===== config.mk =====
export PLATFORM = sky130hd
export DESIGN_NAME = wlan_client_address_collector_flat
export DESIGN_NICKNAME = d
export VERILOG_FILES = /design/src/hw/rtl/cac_pkg.sv /design/src/hw/rtl/cac_chan_if.sv /design/src/hw/rtl/cac_client_mem.sv /design/src/hw/rtl/cac_frame_filter.sv /design/src/hw/rtl/cac_ctrl.sv /design/src/hw/rtl/wlan_client_address_collector.sv /design/src/flat_wrapper.sv
export VERILOG_INCLUDE_DIRS = /design/src /design/src/hw/rtl
export SDC_FILE = /design/constraint.sdc
export NUM_CORES = 2
export LEC_CHECK = 0
export BUFFER_PORTS_ARGS = -buffer_cell sky130_fd_sc_hd__buf_4
export CELL_PAD_IN_SITES_DETAIL_PLACEMENT = 1
export CELL_PAD_IN_SITES_GLOBAL_PLACEMENT = 2
export CORE_ASPECT_RATIO = 1.25
export CORE_MARGIN = 1
export CORE_UTILIZATION = 45
export DETAILED_ROUTE_END_ITERATION = 7
export PLACE_DENSITY_LB_ADDON = 0.1
export SLEW_MARGIN = 20
export SYNTH_ARGS = -nofsm -noshare
export SYNTH_HDL_FRONTEND = slang
export SYNTH_HIERARCHICAL = 1
export SYNTH_SLANG_ARGS = --single-unit

===== constraint.sdc =====
create_clock -name clk -period 7.7 [get_ports clk]
set_input_delay 0.77 -clock clk [delete_from_list [all_inputs] [get_ports clk]]
set_output_delay 0.77 -clock clk [all_outputs]
set_load 0.005 [all_outputs]

===== src/hw/rtl/wlan_client_address_collector_defines.svh =====
// Assertion macros used by the collector's top level.
`ifndef WLAN_CLIENT_ADDRESS_COLLECTOR_DEFINES_SVH
`define WLAN_CLIENT_ADDRESS_COLLECTOR_DEFINES_SVH

// The condition must hold at every clock edge outside reset.
`define CAC_ASSERT_HOLDS(lbl, clk, rst_n, cond, msg) \
  lbl: assert property (@(posedge clk) disable iff (!rst_n) (cond)) \
    else $error(msg);

// When the trigger is seen, the condition must hold in the next cycle.
`define CAC_ASSERT_NEXT(lbl, clk, rst_n, trig, cond, msg) \
  lbl: assert property (@(posedge clk) disable iff (!rst_n) (trig) |=> (cond)) \
    else $error(msg);

`endif


===== src/hw/rtl/cac_pkg.sv =====
package cac_pkg;

  // Table geometry and frame limits.
  localparam int TABLE_DEPTH     = 64;
  localparam int IDX_W           = $clog2(TABLE_DEPTH);
  localparam int CNT_W           = $clog2(TABLE_DEPTH + 1);
  localparam int MIN_FRAME_BYTES = 24;
  localparam int ADDR_W          = 48;
  localparam int LEN_W           = 12;

  localparam logic [ADDR_W-1:0] BROADCAST_ADDR = {ADDR_W{1'b1}};

  // Command codes; code 3 does nothing.
  localparam logic [1:0] CMD_OBSERVE = 2'd0;
  localparam logic [1:0] CMD_CLEAR   = 2'd1;
  localparam logic [1:0] CMD_READ    = 2'd2;

  // Frame kind codes that are used.
  localparam logic [1:0] KIND_MGMT = 2'd0;
  localparam logic [1:0] KIND_DATA = 2'd1;

  // Configuration register indexes.
  localparam logic [1:0] CFG_ENABLE = 2'd0;
  localparam logic [1:0] CFG_TARGET = 2'd1;

  typedef struct packed {
    logic [1:0]        command;
    logic [1:0]        frame_kind;
    logic [LEN_W-1:0]  frame_length;
    logic [ADDR_W-1:0] addr_one;
    logic [ADDR_W-1:0] addr_two;
    logic [5:0]        read_index;
  } cac_in_item_t;

  typedef struct packed {
    logic              client_found;
    logic [ADDR_W-1:0] client_address;
    logic              newly_added;
    logic              dropped_full;
    logic [6:0]        entry_count;
    logic [ADDR_W-1:0] entry_address;
  } cac_out_item_t;

  typedef struct packed {
    logic [1:0]        reg_index;
    logic [ADDR_W-1:0] wdata;
  } cac_cfg_item_t;

  // Decoded client of an observed frame.
  typedef struct packed {
    logic              found;
    logic [ADDR_W-1:0] client;
  } cac_filter_t;

  // Access to the client table memory.
  typedef struct packed {
    logic              we;
    logic [IDX_W-1:0]  waddr;
    logic [ADDR_W-1:0] wdata;
    logic              re;
    logic [IDX_W-1:0]  raddr;
  } cac_mem_req_t;

  // Controller status seen by the top level.
  typedef struct packed {
    logic             busy;
    logic [CNT_W-1:0] count;
  } cac_status_t;

  typedef enum logic [2:0] {
    ST_IDLE,
    ST_SEARCH,
    ST_APPEND,
    ST_RDWAIT,
    ST_FINISH
  } cac_state_t;

endpackage


===== src/hw/rtl/cac_chan_if.sv =====
// Valid/ready channel carrying one item per handshake.
interface cac_chan_if #(
  parameter type payload_t = logic
) ();
  logic     valid;
  logic     ready;
  payload_t data;

  modport source (output valid, output data, input ready);
  modport sink   (input valid, input data, output ready);
endinterface


===== src/hw/rtl/cac_client_mem.sv =====
module cac_client_mem (
  input  logic                              clk,
  input  cac_pkg::cac_mem_req_t             req_i,
  output logic [cac_pkg::ADDR_W-1:0]        rdata_o
);
  import cac_pkg::*;

  logic [ADDR_W-1:0] mem [TABLE_DEPTH];
  logic [ADDR_W-1:0] rdata_r;

  // Write port.
  always_ff @(posedge clk) begin
    if (req_i.we) begin
      mem[req_i.waddr] <= req_i.wdata;
    end
  end

  // Registered read port.
  always_ff @(posedge clk) begin
    if (req_i.re) begin
      rdata_r <= mem[req_i.raddr];
    end
  end

  assign rdata_o = rdata_r;
endmodule


===== src/hw/rtl/cac_frame_filter.sv =====
module cac_frame_filter (
  input  logic                       enable_i,
  input  logic [cac_pkg::ADDR_W-1:0] target_i,
  input  cac_pkg::cac_in_item_t      item_i,
  output cac_pkg::cac_filter_t       filt_o
);
  import cac_pkg::*;

  logic usable;
  logic a1_is_tgt;
  logic a2_is_tgt;

  // A frame counts only when enabled, of a known kind and long enough.
  assign usable = enable_i
                  && (item_i.frame_kind == KIND_MGMT || item_i.frame_kind == KIND_DATA)
                  && (item_i.frame_length >= LEN_W'(MIN_FRAME_BYTES));

  assign a1_is_tgt = (item_i.addr_one == target_i);
  assign a2_is_tgt = (item_i.addr_two == target_i);

  // Address 2 is the client when the frame goes to the access point,
  // address 1 when it comes from it to a single station.
  always_comb begin
    filt_o = '0;
    if (usable) begin
      if (a1_is_tgt && !a2_is_tgt) begin
        filt_o.found  = 1'b1;
        filt_o.client = item_i.addr_two;
      end else if (a2_is_tgt && !a1_is_tgt && item_i.addr_one != BROADCAST_ADDR) begin
        filt_o.found  = 1'b1;
        filt_o.client = item_i.addr_one;
      end
    end
  end
endmodule


===== src/hw/rtl/cac_ctrl.sv =====
module cac_ctrl (
  input  logic                        clk,
  input  logic                        rst_n,
  input  logic                        in_valid_i,
  output logic                        in_ready_o,
  input  cac_pkg::cac_in_item_t       in_item_i,
  input  cac_pkg::cac_filter_t        filt_i,
  output logic                        out_valid_o,
  input  logic                        out_ready_i,
  output cac_pkg::cac_out_item_t      out_item_o,
  output cac_pkg::cac_mem_req_t       mem_req_o,
  input  logic [cac_pkg::ADDR_W-1:0]  mem_rdata_i,
  output cac_pkg::cac_status_t        status_o
);
  import cac_pkg::*;

  cac_state_t        state_r,   state_nxt;
  logic [CNT_W-1:0]  count_r,   count_nxt;
  logic [IDX_W-1:0]  idx_r,     idx_nxt;
  logic              found_r,   found_nxt;
  logic [ADDR_W-1:0] client_r,  client_nxt;
  logic              added_r,   added_nxt;
  logic              dropped_r, dropped_nxt;
  logic [ADDR_W-1:0] entry_r,   entry_nxt;
  logic              out_valid_r, out_valid_nxt;
  cac_out_item_t     out_item_r,  out_item_nxt;
  logic              accept;
  logic              last_slot;

  assign in_ready_o = (state_r == ST_IDLE);
  assign accept     = in_valid_i && in_ready_o;
  assign last_slot  = (({1'b0, idx_r} + CNT_W'(1)) == count_r);

  // Control registers.
  always_ff @(posedge clk) begin
    if (!rst_n) begin
      state_r     <= ST_IDLE;
      count_r     <= '0;
      out_valid_r <= 1'b0;
    end else begin
      state_r     <= state_nxt;
      count_r     <= count_nxt;
      out_valid_r <= out_valid_nxt;
    end
  end

  // Item payload registers.
  always_ff @(posedge clk) begin
    idx_r      <= idx_nxt;
    found_r    <= found_nxt;
    client_r   <= client_nxt;
    added_r    <= added_nxt;
    dropped_r  <= dropped_nxt;
    entry_r    <= entry_nxt;
    out_item_r <= out_item_nxt;
  end

  // Sequencer: decode, linear table search, append, read, hand off result.
  always_comb begin
    state_nxt     = state_r;
    count_nxt     = count_r;
    idx_nxt       = idx_r;
    found_nxt     = found_r;
    client_nxt    = client_r;
    added_nxt     = added_r;
    dropped_nxt   = dropped_r;
    entry_nxt     = entry_r;
    out_item_nxt  = out_item_r;
    out_valid_nxt = out_valid_r && !out_ready_i;
    mem_req_o     = '0;

    unique case (state_r)
      ST_IDLE: begin
        if (accept) begin
          found_nxt   = 1'b0;
          client_nxt  = '0;
          added_nxt   = 1'b0;
          dropped_nxt = 1'b0;
          entry_nxt   = '0;
          idx_nxt     = '0;
          state_nxt   = ST_FINISH;
          unique case (in_item_i.command)
            CMD_OBSERVE: begin
              found_nxt  = filt_i.found;
              client_nxt = filt_i.client;
              if (filt_i.found) begin
                if (count_r == '0) begin
                  state_nxt = ST_APPEND;
                end else begin
                  mem_req_o.re    = 1'b1;
                  mem_req_o.raddr = '0;
                  state_nxt       = ST_SEARCH;
                end
              end
            end
            CMD_CLEAR: begin
              count_nxt = '0;
            end
            CMD_READ: begin
              if ({1'b0, in_item_i.read_index} < count_r) begin
                mem_req_o.re    = 1'b1;
                mem_req_o.raddr = IDX_W'(in_item_i.read_index);
                state_nxt       = ST_RDWAIT;
              end
            end
            default: begin
              state_nxt = ST_FINISH;
            end
          endcase
        end
      end

      // Read data belongs to slot idx_r; the next slot is fetched meanwhile.
      ST_SEARCH: begin
        if (mem_rdata_i == client_r) begin
          state_nxt = ST_FINISH;
        end else if (last_slot) begin
          state_nxt = ST_APPEND;
        end else begin
          idx_nxt         = idx_r + IDX_W'(1);
          mem_req_o.re    = 1'b1;
          mem_req_o.raddr = idx_r + IDX_W'(1);
        end
      end

      ST_APPEND: begin
        if (count_r < CNT_W'(TABLE_DEPTH)) begin
          mem_req_o.we    = 1'b1;
          mem_req_o.waddr = count_r[IDX_W-1:0];
          mem_req_o.wdata = client_r;
          count_nxt       = count_r + CNT_W'(1);
          added_nxt       = 1'b1;
        end else begin
          dropped_nxt = 1'b1;
        end
        state_nxt = ST_FINISH;
      end

      ST_RDWAIT: begin
        entry_nxt = mem_rdata_i;
        state_nxt = ST_FINISH;
      end

      // Load the output register once it is free.
      ST_FINISH: begin
        if (!out_valid_r || out_ready_i) begin
          out_item_nxt.client_found   = found_r;
          out_item_nxt.client_address = client_r;
          out_item_nxt.newly_added    = added_r;
          out_item_nxt.dropped_full   = dropped_r;
          out_item_nxt.entry_count    = 7'(count_r);
          out_item_nxt.entry_address  = entry_r;
          out_valid_nxt               = 1'b1;
          state_nxt                   = ST_IDLE;
        end
      end

      default: begin
        state_nxt = ST_IDLE;
      end
    endcase
  end

  assign out_valid_o    = out_valid_r;
  assign out_item_o     = out_item_r;
  assign status_o.busy  = (state_r != ST_IDLE);
  assign status_o.count = count_r;
endmodule


===== src/hw/rtl/wlan_client_address_collector.sv =====
// Path of an item: clear, no-op, an ignored frame and a read beyond the count go
// straight to the finish state; a read passes the read-wait state; a known client ends
// the search at its entry; a new client is appended after searching all N (N <= 64).
// Throughput: one item at a time; the next item is accepted once the result sits in
// the output register, so the one-entry-per-cycle table search sets the bound.
// Reset (synchronous, rst_n low): count and config zero, no result held, table kept.
module wlan_client_address_collector (
  input  logic       clk,
  input  logic       rst_n,
  cac_chan_if.sink   in_ch,
  cac_chan_if.source out_ch,
  cac_chan_if.sink   cfg_ch
);
  import cac_pkg::*;

`include "wlan_client_address_collector_defines.svh"

  logic              enable_r, enable_nxt;
  logic [ADDR_W-1:0] target_r, target_nxt;
  logic              cfg_write;
  cac_in_item_t      in_item;
  cac_cfg_item_t     cfg_item;
  cac_out_item_t     out_item;
  cac_filter_t       filt;
  cac_mem_req_t      mem_req;
  logic [ADDR_W-1:0] mem_rdata;
  cac_status_t       status;

  assign in_item      = in_ch.data;
  assign cfg_item     = cfg_ch.data;
  assign cfg_ch.ready = 1'b1;
  assign cfg_write    = cfg_ch.valid && cfg_ch.ready;

  // Configuration registers.
  always_comb begin
    enable_nxt = enable_r;
    target_nxt = target_r;
    if (cfg_write) begin
      unique case (cfg_item.reg_index)
        CFG_ENABLE: enable_nxt = cfg_item.wdata[0];
        CFG_TARGET: target_nxt = cfg_item.wdata;
        default:    enable_nxt = enable_r;
      endcase
    end
  end

  always_ff @(posedge clk) begin
    if (!rst_n) begin
      enable_r <= 1'b0;
      target_r <= '0;
    end else begin
      enable_r <= enable_nxt;
      target_r <= target_nxt;
    end
  end

  cac_frame_filter u_filter (
    .enable_i (enable_r),
    .target_i (target_r),
    .item_i   (in_item),
    .filt_o   (filt)
  );

  cac_client_mem u_mem (
    .clk     (clk),
    .req_i   (mem_req),
    .rdata_o (mem_rdata)
  );

  cac_ctrl u_ctrl (
    .clk         (clk),
    .rst_n       (rst_n),
    .in_valid_i  (in_ch.valid),
    .in_ready_o  (in_ch.ready),
    .in_item_i   (in_item),
    .filt_i      (filt),
    .out_valid_o (out_ch.valid),
    .out_ready_i (out_ch.ready),
    .out_item_o  (out_item),
    .mem_req_o   (mem_req),
    .mem_rdata_i (mem_rdata),
    .status_o    (status)
  );

  assign out_ch.data = out_item;

  // The count never runs past the table size.
  `CAC_ASSERT_HOLDS(a_count_bound, clk, rst_n, status.count <= CNT_W'(TABLE_DEPTH),
                    "count above table size")
  // An accepted item keeps the controller busy in the next cycle.
  `CAC_ASSERT_NEXT(a_accept_busy, clk, rst_n, in_ch.valid && in_ch.ready, status.busy,
                   "accepted item not in work")
  // A client is never both appended and dropped.
  `CAC_ASSERT_HOLDS(a_add_xor_drop, clk, rst_n,
                    !(out_ch.valid && out_item.newly_added && out_item.dropped_full),
                    "added and dropped together")
  // Appending only happens for a found client.
  `CAC_ASSERT_HOLDS(a_add_found, clk, rst_n,
                    !(out_ch.valid && out_item.newly_added && !out_item.client_found),
                    "added without a client")
endmodule


===== src/flat_wrapper.sv =====
// flat-port wrapper written by rule: the top's interface ports become plain ports
module wlan_client_address_collector_flat import cac_pkg::*;
  (clk, rst_n, in_ch_valid, in_ch_data, in_ch_ready, out_ch_valid, out_ch_data, out_ch_ready, cfg_ch_valid, cfg_ch_data, cfg_ch_ready);
  cac_chan_if #(.payload_t(cac_in_item_t)) in_ch_i ();
  cac_chan_if #(.payload_t(cac_out_item_t)) out_ch_i ();
  cac_chan_if #(.payload_t(cac_cfg_item_t)) cfg_ch_i ();
  input  logic clk;
  input  logic rst_n;
  input wire logic [$bits(in_ch_i.valid)-1:0] in_ch_valid;
  input wire logic [$bits(in_ch_i.data)-1:0] in_ch_data;
  output wire logic [$bits(in_ch_i.ready)-1:0] in_ch_ready;
  output wire logic [$bits(out_ch_i.valid)-1:0] out_ch_valid;
  output wire logic [$bits(out_ch_i.data)-1:0] out_ch_data;
  input wire logic [$bits(out_ch_i.ready)-1:0] out_ch_ready;
  input wire logic [$bits(cfg_ch_i.valid)-1:0] cfg_ch_valid;
  input wire logic [$bits(cfg_ch_i.data)-1:0] cfg_ch_data;
  output wire logic [$bits(cfg_ch_i.ready)-1:0] cfg_ch_ready;
  assign in_ch_i.valid = in_ch_valid;
  assign in_ch_i.data = in_ch_data;
  assign in_ch_ready = in_ch_i.ready;
  assign out_ch_valid = out_ch_i.valid;
  assign out_ch_data = out_ch_i.data;
  assign out_ch_i.ready = out_ch_ready;
  assign cfg_ch_i.valid = cfg_ch_valid;
  assign cfg_ch_i.data = cfg_ch_data;
  assign cfg_ch_ready = cfg_ch_i.ready;
  wlan_client_address_collector u_core (.clk(clk), .rst_n(rst_n), .in_ch(in_ch_i), .out_ch(out_ch_i), .cfg_ch(cfg_ch_i));
endmodule

==> flow_summary.yaml <==
global_route:
  number_of_antenna_violations_at_the_first_check_in_global_routing: 22
  grt_max_degree: 106
  grt_remaining_overflow: 0
  grt_first_pass_wirelength_mm: 538
  first_global_vias: 68700
  total_routing_resource_utilization_after_global_routing_pct: 26.3
cells_and_area:
  finalCoreUtilization_pct: 51.6
  post_layout_nonfiller_instances: 10700
  area_growth_pct: 14.2
  finalNetCount: 6809
  layout-drive-gt1-share_pct: 27.4
  n_fill_cell: 25200
die:
  boundaryPins: 282
  initial_utilization_pct: 45.2
  placementRows: 221
  die-area_um2: 293000
  die_y_um: 605
  chipWidth_um: 484
  fp.coreArea_um2: 290000
outcome:
  run_status: "complete, no violations"
critical_path:
  timing.critical_path.required_ns: 8.20
  critical_path.slowest_cell: "sky130_fd_sc_hd__o22ai_1"
  critical_path.startpoint_type: "register"
  critical_path_arrival_ns: 7.08
  critical_path.endpoint_type: "register"
  crit_fanout: 81
  timing.setup.critical_path_class: "register to register"
  critical_path.cell_chain: "ha_1, xnor2_1, nand2_1, o311a_1, o2111ai_1, nor2_1, buf_4, o31ai_4, buf_4, buf_12, mux4_2, a22oi_1, nand2_1, o22ai_1, nor2_1"
  crit_path_max_incr_delay_ns: 0.69
cts:
  clk_latency_ns: 0.90
  cts_post_setup_buffers_inserted: 0
  clock_tree.buffer_depth: 4
  tritoncts: "done"
  cts_resized: 0
  clk_transition_reported_paths_ns: 0.06
  cts.sink_count: 3391
  hold_buffers: 0
  clock_tree.root_cell: "sky130_fd_sc_hd__clkbuf_16"
  cts-buffers-inserted: 341
  cts.htree.levels: 5
detailed_routing:
  drt_first_pass_iters: 6
  wirelength_mm: 388
  detail_route.wl_per_cell_um: 36.2
  drt_iter0_markers: 6550
  detailroute.via_count: 65900
  drc: 0
  antenna_left: 0
  route.detailed.vias_per_inst: 6.16
power_and_ir_drop:
  vdd_ir_drop_max_mv: 0.164
  power.static_leakage_nw: 43.5
  cellPowerDensity_nw_per_um2: 248
  total_power_mw: 37.1
synth:
  synth.avg_cell_area_um2: 21.3
  synth_cell_type_count: 72
  synth_enable_flop_cells: 3331
  async_flop_share_pct: 0
  seq_area_frac_synth_pct: 77.4
  synth_area_um2: 131000
  syn-num-nets: 6320
  postSynth.topFlopCell: "sky130_fd_sc_hd__edfxtp_1"
  ys_warn_count: 6
  postSynthRegisterBits: 3391
  post_synth_inst_count: 6139
timing:
  report.final.hold_viol_count: 0
  fmax_ghz: 0.152
  period_needed_ns: 6.58
  number_of_max_slew_violations_in_the_final_report: 0
  fin_worst_skew_ns: 0.0542
  worst_hold_slack_ns: 0.164
  slew_headroom_pct: 18.5
  final_min_period_over_clock_period_pct: 85.4
  rsz0062_at_grt: "no"
  setup_viol: 0
  fin_setup_tns_ns: 0
  worst_slew_pin_slew_ns: 1.22
min_path:
  hold_path_class: "primary input to register"
placed_design:
  dpl.cell_count: 10100
  final_weighted_congestion_of_routability_driven_global_placement: 0.891
  io_buffers: 276
  hpwlAfterDp_mm: 232
flow_run:
  cap_viol_max_count: 0
## final timing paths
kind                              from                           end  slack, ns  cells past startpoint
min                    cfg_ch_data[26]           u_core/target_r[26]       0.16                      3
min reg2reg  u_core/u_ctrl/entry_r[39]  u_core/u_ctrl/out_item_o[39]       0.41                      0
max reg2reg     u_core/u_ctrl/idx_r[0]      u_core/u_mem/rdata_o[39]       1.12                     15
max             u_core/u_ctrl/idx_r[0]      u_core/u_mem/rdata_o[39]       1.12                     15
## final cells by class
cell class              count  area [µm²]  share of cell area (%)
repair buffers            506        4260                    2.85
multi-input cells        2374       28500                    19.1
clock inverters           175        1500                    1.00
clock buffers             432        9060                    6.07
well taps                3791        4740                    3.18
flip-flops and latches   3391      101000                    67.8
diodes                     16        40.0                  0.0268
inverters                  14        52.6                  0.0352
## Yosys cell counts (all sizes together), types with 7 or more instances
library cell / number / area, µm²
o221ai: 28 / 245
mux2: 12 / 135
a22o: 57 / 499
a211oi: 32 / 240
a221oi: 83 / 727
nor4: 15 / 113
xnor2: 152 / 1330
nand2b: 12 / 75.1
mux2i: 113 / 1130
edfxtp: 3331 / 100000
dfxtp: 60 / 1200
a21oi: 133 / 666
nand3: 69 / 363
buf: 211 / 1340
nor2: 159 / 597
nand4: 103 / 644
mux4: 754 / 17000
ha: 8 / 100
nor3: 10 / 50.1
and2: 101 / 633
nand2: 177 / 664
nor2b: 28 / 175
a22oi: 72 / 541
clkbuf: 148 / 582
o21ai: 7 / 38.8
o22ai: 122 / 763
inv: 14 / 52.6
and3: 51 / 319
a311oi: 13 / 114
## routing by layer
layer / track usage (%) / part of all wire (%)
met3: 3.42 / 5.6
met5: 0 / 0.012
met4: 7.18 / 2.8
met2: 46.3 / 52
met1: 34.2 / 40
## logic make-up after synthesis
logic type,synth area share [%]
DFF,77.4
muxes,13.9
and+or+nand+nor,2.97
AOI/OAI and AO/OA,3.10
buffers and inverters,1.52
xor gates and xnor gates,1.04
adders and majority gates,0.0765
other,0.00287
## stage by stage
stage	area, µm²	worst slack, ns
6_report	149000	1.12
5_1_grt	149000	0.729
4_1_cts	149000	1.04
3_5_place_dp	139000	1.04
3_3_place_gp	139000	1.01
2_1_floorplan	131000	1.28
## cell usage in the layout (no fill, tap or decap), types with 13 or more instances in the layout
master / n
sky130_fd_sc_hd__a211oi_1: 28
sky130_fd_sc_hd__a21oi_1: 133
sky130_fd_sc_hd__a221oi_1: 83
sky130_fd_sc_hd__a22o_1: 57
sky130_fd_sc_hd__a22oi_1: 72
sky130_fd_sc_hd__a311oi_1: 13
sky130_fd_sc_hd__and2_1: 99
sky130_fd_sc_hd__and3_2: 18
sky130_fd_sc_hd__and3_4: 30
sky130_fd_sc_hd__buf_12: 32
sky130_fd_sc_hd__buf_4: 470
sky130_fd_sc_hd__bufinv_16: 25
sky130_fd_sc_hd__clkbuf_1: 81
sky130_fd_sc_hd__clkbuf_16: 349
sky130_fd_sc_hd__clkinv_1: 76
sky130_fd_sc_hd__clkinv_2: 53
sky130_fd_sc_hd__dfxtp_1: 60
sky130_fd_sc_hd__diode_2: 16
sky130_fd_sc_hd__edfxtp_1: 3331
sky130_fd_sc_hd__inv_1: 13
sky130_fd_sc_hd__mux2i_1: 113
sky130_fd_sc_hd__mux4_2: 754
sky130_fd_sc_hd__nand2_1: 175
sky130_fd_sc_hd__nand3_1: 65
sky130_fd_sc_hd__nand4_1: 103
sky130_fd_sc_hd__nor2_1: 92
sky130_fd_sc_hd__nor2_4: 65
sky130_fd_sc_hd__nor2b_1: 24
sky130_fd_sc_hd__o221ai_1: 28
sky130_fd_sc_hd__o22ai_1: 122
sky130_fd_sc_hd__xnor2_1: 152
## worst max-delay path: cells and delay by family (launching register included)
| kind | cells | cell delay [ns] |
|---|---|---|
| muxes | 1 | 0.59 |
| AOI/OAI and AO/OA | 5 | 1.89 |
| xor gates and xnor gates | 1 | 0.45 |
| and+or+nand+nor | 4 | 0.75 |
| DFF | 1 | 0.54 |
| adders and majority gates | 1 | 0.35 |
| buffers and inverters | 3 | 1.36 |
## where the power goes
group / leakage [nW] / total [mW] / switching, mW / internal (mW)
clock network: 5.16 / 16.1 / 6.95 / 9.15
logic: 9.71 / 0.812 / 0.472 / 0.340
registers: 28.7 / 20.2 / 0.0761 / 20.1
total: 43.5 / 37.1 / 7.50 / 29.6
## registers in the layout, indices dropped and copies added (netlist names)
signal,cells
u_core/u_ctrl/state_r,3
u_core/u_ctrl/found_r,1
u_core/u_ctrl/idx_r,6
u_core/u_mem/rdata_o,48
u_core/u_mem/mem,3072
u_core/u_ctrl/count_r,7
u_core/u_ctrl/client_r,48
u_core/u_ctrl/out_valid_o,1
u_core/u_ctrl/dropped_r,1
u_core/target_r,48
u_core/u_ctrl/added_r,1
u_core/u_ctrl/entry_r,48
u_core/u_ctrl/out_item_o,106
u_core/enable_r,1
(Power assumes the default switching activity.)
